[config.mk]
export PLATFORM = sky130hd
export DESIGN_NAME = gf_cell
export DESIGN_NICKNAME = d
export VERILOG_FILES = /design/src/rtl/core/gaussian_5x5_rgb_filter_defines.svh /design/src/rtl/core/gf_pkg.sv /design/src/rtl/core/gf_cell.sv
export SDC_FILE = /design/constraint.sdc
export NUM_CORES = 2
export LEC_CHECK = 0
export ABC_AREA = 1
export ABC_CLOCK_PERIOD_IN_PS = 7300
export BUFFER_PORTS_ARGS = -buffer_cell sky130_fd_sc_hd__buf_4
export CORE_ASPECT_RATIO = 1.2
export CORE_UTILIZATION = 49
export DETAILED_ROUTE_END_ITERATION = 10
export PLACE_DENSITY = 0.64
export SYNTH_ARGS = -nofsm -noshare
export SYNTH_HDL_FRONTEND = slang
export SYNTH_SLANG_ARGS = --single-unit
[constraint.sdc]
create_clock -name clk -period 7.3 [get_ports clk]
set_input_delay 0.73 -clock clk [delete_from_list [all_inputs] [get_ports clk]]
set_output_delay 0.73 -clock clk [all_outputs]
set_load 0.01 [all_outputs]
[src/rtl/core/gaussian_5x5_rgb_filter_defines.svh]
// Assertion macros shared by the filter RTL.
// Clock and reset are taken from the scope of the module that uses them.
`ifndef GAUSSIAN_5X5_RGB_FILTER_DEFINES_SVH
`define GAUSSIAN_5X5_RGB_FILTER_DEFINES_SVH
`ifndef NO_ASSERTIONS
`define GF_ASSERT_IMP(lbl, ante, cons) \
	lbl: assert property (@(posedge clk) disable iff (!arst_n) (ante) |-> (cons)) \
		else $error("filter assertion failed");
`define GF_ASSERT_NXT(lbl, ante, cons) \
	lbl: assert property (@(posedge clk) disable iff (!arst_n) (ante) |=> (cons)) \
		else $error("filter assertion failed");
`else
`define GF_ASSERT_IMP(lbl, ante, cons)
`define GF_ASSERT_NXT(lbl, ante, cons)
`endif
`endif

[src/rtl/core/gf_pkg.sv]
`timescale 1ns / 1ps
package gf_pkg;
	localparam int PIX_W      = 16;
	localparam int MAX_WIDTH  = 1024;
	localparam int COL_W      = 10;
	localparam int FW_W       = 11;
	localparam int FH_W       = 12;
	localparam int ROW_W      = 12;
	localparam int RPOS_W     = 13;
	localparam int NUM_BANKS  = 4;
	localparam int BANK_W     = 2;
	localparam int KDIM       = 5;
	localparam int WT_W       = 6;
	localparam int COLSUM_W   = 23;
	localparam int ACC_W      = 25;
	localparam int PROD_W     = 2 * ACC_W;
	localparam int RECIP_SHIFT = 33;
	localparam int KNORM      = 273;
	localparam int ROUND_ADD  = 136;
	// ceil(2^33 / 273): exact quotient for every sum below 2^25
	localparam logic [ACC_W-1:0] RECIP =
		ACC_W'((64'd1 << RECIP_SHIFT) / 64'(KNORM) + 64'd1);
	localparam int QDEPTH     = 8;
	localparam int QPTR_W     = 3;
	localparam int QCNT_W     = 4;
	localparam int CFG_IDX_W  = 1;
	localparam int CFG_DATA_W = 12;
	localparam logic [CFG_IDX_W-1:0] REG_FRAME_WIDTH  = 1'b0;
	localparam logic [CFG_IDX_W-1:0] REG_FRAME_HEIGHT = 1'b1;
	localparam logic [FW_W-1:0] FRAME_WIDTH_RST  = 11'd231;
	localparam logic [FH_W-1:0] FRAME_HEIGHT_RST = 12'd338;

	typedef struct packed {
		logic [PIX_W-1:0] a;
		logic [PIX_W-1:0] b;
		logic [PIX_W-1:0] c;
	} pix_t;

	typedef pix_t [KDIM-1:0] col_t;
	typedef pix_t [NUM_BANKS-1:0] bank_rd_t;
	typedef logic [KDIM-1:0][WT_W-1:0] wvec_t;

	typedef struct packed {
		logic [COLSUM_W-1:0] a;
		logic [COLSUM_W-1:0] b;
		logic [COLSUM_W-1:0] c;
	} csum_t;

	typedef struct packed {
		logic emit;
		logic border;
		logic multi;
		logic done;
	} ctrl_t;

	typedef struct packed {
		pix_t main;
		pix_t next;
		pix_t last;
		logic multi;
		logic done;
	} grp_t;

	function automatic wvec_t kern_col(input int j);
		wvec_t w;
		case (j)
			1, 3: w = {6'd4, 6'd16, 6'd26, 6'd16, 6'd4};
			2: w = {6'd7, 6'd26, 6'd41, 6'd26, 6'd7};
			default: w = {6'd1, 6'd4, 6'd7, 6'd4, 6'd1};
		endcase
		return w;
	endfunction
endpackage

[src/rtl/core/gf_cell.sv]
`timescale 1ns / 1ps
module gf_cell import gf_pkg::*; (
	input  logic  clk,
	input  logic  arst_n,
	input  logic  shift,
	input  col_t  din,
	input  wvec_t wts,
	output col_t  col_q,
	output csum_t sum_s3
);
	csum_t sum;

	always_ff @(posedge clk or negedge arst_n) begin
		if (!arst_n) begin
			col_q <= '0;
		end else if (shift) begin
			col_q <= din;
		end
	end

	// weighted sum of this column, one kernel column
	always_comb begin
		sum = '0;
		for (int p = 0; p < KDIM; p++) begin
			sum.a = sum.a + COLSUM_W'(wts[p]) * COLSUM_W'(col_q[p].a);
			sum.b = sum.b + COLSUM_W'(wts[p]) * COLSUM_W'(col_q[p].b);
			sum.c = sum.c + COLSUM_W'(wts[p]) * COLSUM_W'(col_q[p].c);
		end
	end

	always_ff @(posedge clk) begin
		sum_s3 <= sum;
	end
endmodule

==> metrics.txt <==
Core Area=115000 um^2; # IOs=582; setup TNS=0 ns; ys async rst share=77.7%; Mean Syn Cell Area=8.69 um^2; Port Buffer Count=581; DPL Wire Length=142000 um; global-route wire length before repair=261000 um; cell area after layout=65000 um^2; share of layout cells above drive strength 1=14.6%; Most used DFF post-synth=dfrtp_1; GR peak layer=met2; Area Growth Syn to Fin=14.1%; Tcrit/Tclk final=95.1%; Worst slew margin=33.0%; clock root buffer=clkbuf_16; EDFF count, synth=0; Hold Violations, Final=0; htree depth=2; number of routed nets with antenna violations=0; Seq/Total Area, Yosys=13.0%; Initial Utilization=49.6%; height of the die=375 um; post-synthesis cell area=57000 um^2; total die area=118000 um^2; met2 Usage GRT=51.9%; CTS tree=built; clock-pin slew on the worst setup and hold paths=0.06 ns; crit start category=register; Worst Skew=0.0308 ns; Clk Latency, worst-skew pair=0.62 ns; DR iter-0 viols=2470; Final Setup Violations=0; std cell rows=136; WP data required=7.80 ns; cts hold-fix bufs=0; Die X=313 um; WL final=165000 um; Post-Synthesis Cells=6556; worst endpoint data arrival time=7.44 ns; clock tree buffer depth=3; Slew Limit Fails=0; Syn. warnings=0; largest net degree at the start of global routing=154; Placed Instance Area=63600 um^2; met3 Resource Use GR=4.12%; Period minus WS final=6.94 ns; total gr overflow=0; Slew @ Worst Pin=1.00 ns; CTS sink count=309; Tot GR Track Use=29.3%; MaxCap Viol Count=0; wire per inst=19.0 um; vias in the first global route=47047; vias per inst=4.92; RSZ-0062 raised after global routing=no; Fmax achieved=0.144 GHz; Seq cells post-synth=309; HP Class=in -> async; total number of vias=42641; Synth cell types=36; Num CTS Buffers=39; TritonRoute pass-1 iters=8; crit-path max FO=8; DRC=0; syn nets=8413; GP Congestion=1.01; initial antenna violation count=7; outcome=finished, final reports clean; Final nets=8976; post-cts sizing count=0; WS Path Type=reg -> reg; Setup Buffers After CTS=0; element type at the critical path end=register; M1 GR Usage=35.5%
[routing by layer]
layer	part of all wire, %	vias to the layer above	routed length [um]
met5	0.026	-	43
met4	4.6	8	7550
met3	5.7	311	9470
met2	51	1269	84700
met1	38	21812	63200
li1	-	19241	-
[through the flow]
step | setup slack (ns) | hold WS, ns | util [%] | cells
4_1_cts | 0.410 | 0.0328 | 56.6 | 8666
6_report | 0.359 | 0.0499 | 56.6 | 8669
3_3_place_gp | 0.0222 | 0.659 | 55.4 | 8596
3_5_place_dp | 0.0289 | 0.667 | 55.4 | 8596
2_1_floorplan | 0.580 | 0.434 | - | 6556
5_1_grt | 0.126 | 0.0586 | 56.6 | 8667
[state kept, by name (all words and copies together), names as in the netlist]
register / flops
sum_s3: 69
col_q: 240
[placed cells by master, fill, tap and decap left out, drive strengths merged, types with 2 or more instances in the layout]
cell type and instances:
xor2 28, fa 1293, nor3 8, dfrtp 240
nand3 56, nand2 1748, clkinv 8, nand3b 6
clkbuf 55, diode 3, a21oi 49, buf 699
and2 6, nor2 75, nand4 13, o21bai 4
inv 2210, mux2 240, o21ai 17, clkinvlp 4
nor4 2, ha 291, xnor2 20, bufinv 4
dfxtp 69
[cells by family (layout without fill, tap and decap cells)]
| logic type | Yosys count | after routing | synth area share [%] |
|---|---|---|---|
| AO/OA/AOI/OAI | 72 | 72 | 0.705 |
| XOR/XNOR | 48 | 48 | 0.738 |
| adder cells (fa/ha/maj) | 1584 | 1584 | 51.8 |
| buffers and inverters | 2388 | 2980 | 15.9 |
| flip-flops | 309 | 309 | 13.0 |
| multiplexers | 240 | 240 | 4.74 |
| other | 0 | 3 | 0 |
| AND/OR/NAND/NOR | 1915 | 1915 | 13.1 |
[layout make-up]
class / count / area [um^2]
fillers: 10589 / 49900
well taps: 1518 / 1900
inverters: 2211 / 8300
flip-flops and latches: 309 / 7390
diodes: 3 / 7.51
clock inverters: 15 / 200
multi-input cells: 3859 / 40500
repair buffers: 699 / 5500
clock buffers: 55 / 1170
[Yosys cell counts (5+ instances only)]
master | number | area share [%]
nor2_2 | 8 | 0.088
xor2_1 | 28 | 0.43
a21oi_1 | 46 | 0.40
inv_2 | 5 | 0.033
xnor2_1 | 20 | 0.31
fa_1 | 1293 | 45
dfxtp_1 | 69 | 2.4
clkbuf_1 | 101 | 0.67
mux2_2 | 240 | 4.7
buf_1 | 37 | 0.24
nand2_2 | 13 | 0.14
buf_4 | 20 | 0.26
buf_2 | 19 | 0.17
ha_1 | 291 | 6.4
and2_1 | 6 | 0.066
dfrtp_1 | 240 | 11
o21ai_0 | 12 | 0.11
nor2_1 | 64 | 0.42
inv_1 | 2204 | 15
nand3b_1 | 6 | 0.079
nor3_2 | 6 | 0.11
nand3_1 | 55 | 0.48
nand2_1 | 1735 | 11
nand4_1 | 13 | 0.14
[final timing paths]
check,from,cells after the start,endpoint,slack [ns]
max,col_q[131],27,sum_s3[65],0.36
min,arst_n,1,col_q[11],0.05
max reg2reg,col_q[131],27,sum_s3[65],0.36
min reg2reg,col_q[143],2,col_q[143],0.68
max in group asynchronous,arst_n,2,col_q[121],6.01
min in group clk,din[62],2,col_q[62],0.34
[worst max-delay path, cell delays in order (launching register included)]
cell,delay [ns]
dfrtp_1,0.58
nand2_1,0.17
inv_1,0.07
fa_1,0.59
fa_1,0.44
ha_1,0.29
inv_1,0.05
fa_1,0.53
inv_1,0.07
fa_1,0.48
inv_1,0.06
fa_1,0.48
inv_1,0.05
fa_1,0.52
inv_1,0.07
fa_1,0.44
inv_1,0.08
ha_1,0.27
inv_1,0.15
fa_1,0.47
inv_1,0.17
nand3_1,0.09
nand3_1,0.15
nand3_1,0.09
nand2_1,0.18
nand3_1,0.13
nand3_1,0.09
nand2_1,0.05
Power is not shown: default switching activity piles up to over one toggle a cycle in this logic, so the estimate is an artifact.
