===== src/rtl/core/gaussian_5x5_rgb_filter_defines.svh =====
// Assertion macros shared by the filter RTL.
// Clock and reset are taken from the scope of the module that uses them.
`ifndef GAUSSIAN_5X5_RGB_FILTER_DEFINES_SVH
`define GAUSSIAN_5X5_RGB_FILTER_DEFINES_SVH
`ifndef NO_ASSERTIONS
`define GF_ASSERT_IMP(lbl, ante, cons) \
	lbl: assert property (@(posedge clk) disable iff (!arst_n) (ante) |-> (cons)) \
		else $error("filter assertion failed");
`define GF_ASSERT_NXT(lbl, ante, cons) \
	lbl: assert property (@(posedge clk) disable iff (!arst_n) (ante) |=> (cons)) \
		else $error("filter assertion failed");
`else
`define GF_ASSERT_IMP(lbl, ante, cons)
`define GF_ASSERT_NXT(lbl, ante, cons)
`endif
`endif


===== src/rtl/core/gf_pkg.sv =====
`timescale 1ns / 1ps
package gf_pkg;
	localparam int PIX_W      = 16;
	localparam int MAX_WIDTH  = 1024;
	localparam int COL_W      = 10;
	localparam int FW_W       = 11;
	localparam int FH_W       = 12;
	localparam int ROW_W      = 12;
	localparam int RPOS_W     = 13;
	localparam int NUM_BANKS  = 4;
	localparam int BANK_W     = 2;
	localparam int KDIM       = 5;
	localparam int WT_W       = 6;
	localparam int COLSUM_W   = 23;
	localparam int ACC_W      = 25;
	localparam int PROD_W     = 2 * ACC_W;
	localparam int RECIP_SHIFT = 33;
	localparam int KNORM      = 273;
	localparam int ROUND_ADD  = 136;
	// ceil(2^33 / 273): exact quotient for every sum below 2^25
	localparam logic [ACC_W-1:0] RECIP =
		ACC_W'((64'd1 << RECIP_SHIFT) / 64'(KNORM) + 64'd1);
	localparam int QDEPTH     = 8;
	localparam int QPTR_W     = 3;
	localparam int QCNT_W     = 4;
	localparam int CFG_IDX_W  = 1;
	localparam int CFG_DATA_W = 12;
	localparam logic [CFG_IDX_W-1:0] REG_FRAME_WIDTH  = 1'b0;
	localparam logic [CFG_IDX_W-1:0] REG_FRAME_HEIGHT = 1'b1;
	localparam logic [FW_W-1:0] FRAME_WIDTH_RST  = 11'd231;
	localparam logic [FH_W-1:0] FRAME_HEIGHT_RST = 12'd338;

	typedef struct packed {
		logic [PIX_W-1:0] a;
		logic [PIX_W-1:0] b;
		logic [PIX_W-1:0] c;
	} pix_t;

	typedef pix_t [KDIM-1:0] col_t;
	typedef pix_t [NUM_BANKS-1:0] bank_rd_t;
	typedef logic [KDIM-1:0][WT_W-1:0] wvec_t;

	typedef struct packed {
		logic [COLSUM_W-1:0] a;
		logic [COLSUM_W-1:0] b;
		logic [COLSUM_W-1:0] c;
	} csum_t;

	typedef struct packed {
		logic emit;
		logic border;
		logic multi;
		logic done;
	} ctrl_t;

	typedef struct packed {
		pix_t main;
		pix_t next;
		pix_t last;
		logic multi;
		logic done;
	} grp_t;

	function automatic wvec_t kern_col(input int j);
		wvec_t w;
		case (j)
			1, 3: w = {6'd4, 6'd16, 6'd26, 6'd16, 6'd4};
			2: w = {6'd7, 6'd26, 6'd41, 6'd26, 6'd7};
			default: w = {6'd1, 6'd4, 6'd7, 6'd4, 6'd1};
		endcase
		return w;
	endfunction
endpackage


===== src/rtl/core/gf_out_if.sv =====
`timescale 1ns / 1ps
interface gf_out_if;
	logic        valid;
	logic        ready;
	logic [15:0] out_a;
	logic [15:0] out_b;
	logic [15:0] out_c;
	logic        last_in_run;
	logic        frame_done;
	modport source (output valid, out_a, out_b, out_c, last_in_run, frame_done,
		input ready);
	modport sink (input valid, out_a, out_b, out_c, last_in_run, frame_done,
		output ready);
endinterface


===== src/rtl/core/gf_out_queue.sv =====
`timescale 1ns / 1ps
module gf_out_queue import gf_pkg::*; (
	input  logic clk,
	input  logic arst_n,
	input  logic push,
	input  grp_t push_data,
	gf_out_if.source out_ch,
	output logic pop
);
	localparam logic [1:0] RES_FIRST = 2'd0;
	localparam logic [1:0] RES_NEXT  = 2'd1;
	localparam logic [1:0] RES_LAST  = 2'd2;

	grp_t mem [QDEPTH];
	logic [QPTR_W-1:0] wr_ptr_q, rd_ptr_q;
	logic [QCNT_W-1:0] count_q;
	logic [1:0]        sub_q;
	grp_t              head;
	logic              xfer;

	assign head         = mem[rd_ptr_q];
	assign out_ch.valid = count_q != '0;
	assign xfer         = out_ch.valid && out_ch.ready;
	assign pop          = xfer && (!head.multi || sub_q == RES_LAST);

	always_comb begin
		unique case (sub_q)
			RES_NEXT: begin
				{out_ch.out_a, out_ch.out_b, out_ch.out_c} = head.next;
				out_ch.last_in_run = 1'b0;
				out_ch.frame_done  = 1'b0;
			end
			RES_LAST: begin
				{out_ch.out_a, out_ch.out_b, out_ch.out_c} = head.last;
				out_ch.last_in_run = 1'b1;
				out_ch.frame_done  = head.done;
			end
			default: begin
				{out_ch.out_a, out_ch.out_b, out_ch.out_c} = head.main;
				out_ch.last_in_run = !head.multi;
				out_ch.frame_done  = 1'b0;
			end
		endcase
	end

	always_ff @(posedge clk) begin
		if (push) begin
			mem[wr_ptr_q] <= push_data;
		end
	end

	always_ff @(posedge clk or negedge arst_n) begin
		if (!arst_n) begin
			wr_ptr_q <= '0;
			rd_ptr_q <= '0;
			count_q  <= '0;
			sub_q    <= RES_FIRST;
		end else begin
			if (push) begin
				wr_ptr_q <= wr_ptr_q + 1'b1;
			end
			if (pop) begin
				rd_ptr_q <= rd_ptr_q + 1'b1;
			end
			count_q <= count_q + QCNT_W'(push) - QCNT_W'(pop);
			if (pop) begin
				sub_q <= RES_FIRST;
			end else if (xfer) begin
				sub_q <= sub_q + 2'd1;
			end
		end
	end
endmodule


===== src/flat_wrapper.sv =====
// flat-port wrapper written by rule: the top's interface ports become plain ports
module gf_out_queue_flat import gf_pkg::*;
  (clk, arst_n, push, push_data, pop, out_ch_valid, out_ch_out_a, out_ch_out_b, out_ch_out_c, out_ch_last_in_run, out_ch_frame_done, out_ch_ready);
  gf_out_if out_ch_i ();
  input  logic clk;
  input  logic arst_n;
  input  logic push;
  input  grp_t push_data;
  output logic pop;
  output wire logic [$bits(out_ch_i.valid)-1:0] out_ch_valid;
  output wire logic [$bits(out_ch_i.out_a)-1:0] out_ch_out_a;
  output wire logic [$bits(out_ch_i.out_b)-1:0] out_ch_out_b;
  output wire logic [$bits(out_ch_i.out_c)-1:0] out_ch_out_c;
  output wire logic [$bits(out_ch_i.last_in_run)-1:0] out_ch_last_in_run;
  output wire logic [$bits(out_ch_i.frame_done)-1:0] out_ch_frame_done;
  input wire logic [$bits(out_ch_i.ready)-1:0] out_ch_ready;
  assign out_ch_valid = out_ch_i.valid;
  assign out_ch_out_a = out_ch_i.out_a;
  assign out_ch_out_b = out_ch_i.out_b;
  assign out_ch_out_c = out_ch_i.out_c;
  assign out_ch_last_in_run = out_ch_i.last_in_run;
  assign out_ch_frame_done = out_ch_i.frame_done;
  assign out_ch_i.ready = out_ch_ready;
  gf_out_queue u_core (.clk(clk), .arst_n(arst_n), .push(push), .push_data(push_data), .out_ch(out_ch_i), .pop(pop));
endmodule

===== config.mk =====
export PLATFORM = sky130hd
export DESIGN_NAME = gf_out_queue_flat
export DESIGN_NICKNAME = d
export VERILOG_FILES = /design/src/rtl/core/gaussian_5x5_rgb_filter_defines.svh /design/src/rtl/core/gf_pkg.sv /design/src/rtl/core/gf_out_if.sv /design/src/rtl/core/gf_out_queue.sv /design/src/flat_wrapper.sv
export SDC_FILE = /design/constraint.sdc
export NUM_CORES = 1
export LEC_CHECK = 0
export BUFFER_PORTS_ARGS = -buffer_cell sky130_fd_sc_hd__buf_2
export CAP_MARGIN = 20
export CORE_ASPECT_RATIO = 1.25
export CORE_MARGIN = 5
export CORE_UTILIZATION = 40
export DETAILED_ROUTE_END_ITERATION = 10
export GPL_TIMING_DRIVEN = 0
export PLACE_DENSITY = 0.54
export SYNTH_ARGS = -nofsm -noshare
export SYNTH_HDL_FRONTEND = slang
export SYNTH_SLANG_ARGS = --single-unit

===== constraint.sdc =====
create_clock -name clk -period 11.15 [get_ports clk]
set_input_delay 2.23 -clock clk [delete_from_list [all_inputs] [get_ports clk]]
set_output_delay 2.23 -clock clk [all_outputs]
set_load 0.02 [all_outputs]

==> results.sh <==
export IMPL_min_delay_start="u_core.sub_q[1]$_DFFE_PN0P_"
export IMPL_synth_seq_cells=1180
export IMPL_slew_headroom_pct=19.7
export IMPL_yosys_warnings=0
export IMPL_antenna_found_initial=50
export IMPL_synth_nets=2434
export IMPL_grt_pass1_wl_um=179000
export IMPL_async_flop_share_pct=1.02
export IMPL_final_antenna_net_count=0
export IMPL_post_route_util_pct=47.4
export IMPL_yosysSeqAreaShare_pct=77.9
export IMPL_syn2layout_area_growth_pct=17.9
export IMPL_max_clock_freq_ghz=0.153
export IMPL_cts_sinks=1180
export IMPL_grtUsageTotal_pct=20.7
export IMPL_rows=138
export IMPL_numCtsBuffers=114
export IMPL_setup_viol=0
export IMPL_netlist_area_mm2=0.0454
export IMPL_synth_avg_cell_area_um2=20.0
export IMPL_clkPwrFrac_pct=25.7
export IMPL_cp_start_kind="flop"
export IMPL_critPathLaunch="u_core.sub_q[0]$_DFFE_PN0P_"
export IMPL_path_clk_slew_ps=60
export IMPL_drc_errors=0
export IMPL_final_min_clock_period_ps=6540
export IMPL_cap_violations=0
export IMPL_h_tree_depth=3
export IMPL_dieArea_mm2=0.120
export IMPL_switching_share_pct=34.7
export IMPL_synth_most_common_cell="edfxtp_1"
export IMPL_gp_congestion=0.770
export IMPL_outcome="complete, no violations"
export IMPL_cts_buffer_depth=3
export IMPL_grt_pass1_vias=24200
export IMPL_cpMostUsedCell="clkbuf_1"
export IMPL_drt_total_wl_um=127000
export IMPL_grt_max_degree=25
export IMPL_critPathMaxStageDelay_ps=960
export IMPL_post_cts_buffers=0
export IMPL_num_nets_final=2824
export IMPL_r2r_start="u_core.count_q[2]$_DFF_PN0_"
export IMPL_ios=202
export IMPL_synth_edff_count=1168
export IMPL_clk_latency_ps=720
export IMPL_slew_violations=0
export IMPL_vias_per_cell=5.54
export IMPL_synth_ff_type="edfxtp_1"
export IMPL_fp_coreArea_mm2=0.113
export IMPL_drt_first_pass_iters=5
export IMPL_avgRoutedWirePerCell_um=30.0
export IMPL_die_height_um=387
export IMPL_yosysTopAreaCell="edfxtp_1"
export IMPL_final_cell_area_mm2=0.0536
export IMPL_vdd_drop_max_v=0.000191
export IMPL_synth_top_area_share_pct=77.2
export IMPL_p_switching_mw=5.04
export IMPL_cp_max_fo=10
export IMPL_drive_above_1_share_pct=22.6
export IMPL_synth_common_cells="edfxtp_1 (1168), mux2i_1 (385), a22oi_1 (100), mux4_2 (100), a221oi_1 (71)"
export IMPL_setup_worst_path_end_class="primary output"
export IMPL_p_comb_share_pct=35.1
export IMPL_path_cells="inv_1 -> ha_1 -> nand2b_1 -> clkbuf_1 -> clkbuf_1 -> o311ai_0 -> buf_2"
export IMPL_rsz0062_at_grt="false"
export IMPL_fill_cells=9379
export IMPL_pwr_share_seq_pct=39.2
export IMPL_intPower_mw=9.48
export IMPL_overflow=0
export IMPL_cts_hold_buffers=0
export IMPL_path_class="flop to primary output"
export IMPL_power_mw=14.5
export IMPL_worstPathRequired_ps=8920
export IMPL_drt_iter0_drc=1952
export IMPL_power_density_mw_per_mm2=271
export IMPL_cts_tree="done"
export IMPL_finalHoldViolations=0
export IMPL_dpl_instance_area_mm2=0.0499
export IMPL_finalCritPeriodShare_pct=58.7
export IMPL_slowest_stage="clkbuf_1"
export IMPL_io_buffers=201
export IMPL_cts_resized=0
export IMPL_critPathTopFamily="buffers and inverters"
export IMPL_initial_core_util_pct=40.2
export IMPL_p_leak_nw=18.3
export IMPL_crit_arrival_ps=4310
export IMPL_cts_root_buf="clkbuf_16"
export IMPL_hpwl_um=87700
export IMPL_tightest_slew_ps=1210
export IMPL_cp_num_buf_inv=4
export IMPL_skew_ps=30.8
export IMPL_vias=23500
export IMPL_dieWidth_um=311
export IMPL_synthCells=2274
export IMPL_synthTopCellsByArea="edfxtp_1 (77%), mux2i_1 (8.5%), mux4_2 (5.0%)"
export IMPL_hp_class="flop to flop"
export IMPL_ys_types=38
==> state kept, by name (all words and copies together), names as in the netlist <==
name and cells:
u_core.wr_ptr_q 3, u_core.mem 1168, u_core.rd_ptr_q 3, u_core.count_q 4
u_core.sub_q 2
==> power by group through the flow <==
stage                     Combinational (mW)  Clock (mW)  Sequential (mW)
final                                   5.10        3.73             5.69
after global routing                    5.39        3.99             5.73
after floorplan                         2.93           0             5.90
after CTS                               5.20        3.81             5.69
after detailed placement                5.19           0             5.79
after global placement                  4.85           0             6.11
==> worst register-to-register path: stages (launching register included) <==
cell and delay [ps]:
dfrtp_1 370, inv_1 90, ha_1 160, or3b_2 560, nand2_1 200, o21bai_2 190
inv_1 200, ha_1 330, inv_1 60, ha_1 160, inv_1 70, fa_1 400
xnor2_1 140
==> metrics by stage <==
stage	hold WS (ps)	std cells	setup TNS [ps]	setup slack [ps]
6_report	515	4242	0	4610
5_1_grt	579	4223	0	4570
4_1_cts	513	4218	0	4520
3_5_place_dp	499	4017	0	5300
3_3_place_gp	490	3945	-6119940	-5720
2_1_floorplan	475	2274	0	2070
==> final cells by class <==
class | instances | area [um2] | area share (%)
Antenna cell | 23 | 57.6 | 0.107
Buffer | 132 | 782 | 1.46
Clock buffer | 133 | 2990 | 5.58
Clock inverter | 68 | 574 | 1.07
Inverter | 13 | 48.8 | 0.0911
Multi-Input combinational cell | 949 | 9280 | 17.3
Sequential cell | 1180 | 35400 | 66.0
Tap cell | 1470 | 1840 | 3.43
Timing Repair Buffer | 274 | 2620 | 4.88
==> kinds of logic after synthesis <==
logic type               synth area share, %
AO/OA/AOI/OAI                           4.81
XOR/XNOR                               0.116
adder cells (fa/ha/maj)                0.292
buffers and inverters                   1.83
flip-flops                              77.9
multiplexers                            13.6
AND/OR/NAND/NOR                         1.53
==> final timing paths <==
| check | endpoint | slack (ps) | depth (start not counted) |
|---|---|---|---|
| max | out_ch_out_a[4] | 4610 | 7 |
| min | u_core.sub_q[1]$_DFFE_PN0P_ | 510 | 2 |
| max reg2reg | u_core.count_q[2]$_DFF_PN0_ | 8100 | 12 |
| min reg2reg | u_core.sub_q[1]$_DFFE_PN0P_ | 510 | 2 |
| max in group asynchronous | u_core.count_q[2]$_DFF_PN0_ | 9410 | 1 |
| min in group asynchronous | u_core.rd_ptr_q[0]$_DFFE_PN0P_ | 1450 | 1 |
==> cells in the final DEF, fill, tap and decap left out, types with 2 or more instances in the layout <==
cell / count
a21o_1: 2
a21oi_1: 26
a221oi_1: 71
a22o_1: 19
a22oi_1: 100
buf_1: 7
buf_12: 37
buf_16: 27
buf_2: 228
buf_4: 37
buf_6: 15
buf_8: 8
bufinv_16: 10
clkbuf_1: 61
clkbuf_16: 117
clkbuf_2: 2
clkinv_1: 33
clkinv_2: 20
clkinvlp_4: 4
dfrtp_1: 12
diode_2: 23
edfxtp_1: 1168
ha_1: 9
inv_1: 13
mux2i_1: 385
mux4_2: 100
nand2_1: 32
nand2b_1: 5
nand3_1: 69
nor2_1: 28
nor2_4: 6
nor2b_1: 5
nor3_4: 2
o211ai_1: 14
o21ai_0: 40
o311ai_0: 19
xnor2_1: 4
xor2_1: 2
==> per-layer routing <==
| layer | GRT usage [%] | vias to the layer above | share of wire, % |
|---|---|---|---|
| met5 | 0 | - | 0.18 |
| met4 | 6.44 | 32 | 3.0 |
| met1 | 25.3 | 12300 | 38 |
| met3 | 5.17 | 227 | 7.5 |
| li1 | - | 10200 | - |
| met2 | 36.3 | 769 | 51 |
Note: power is estimated with default switching activity, not from simulation.
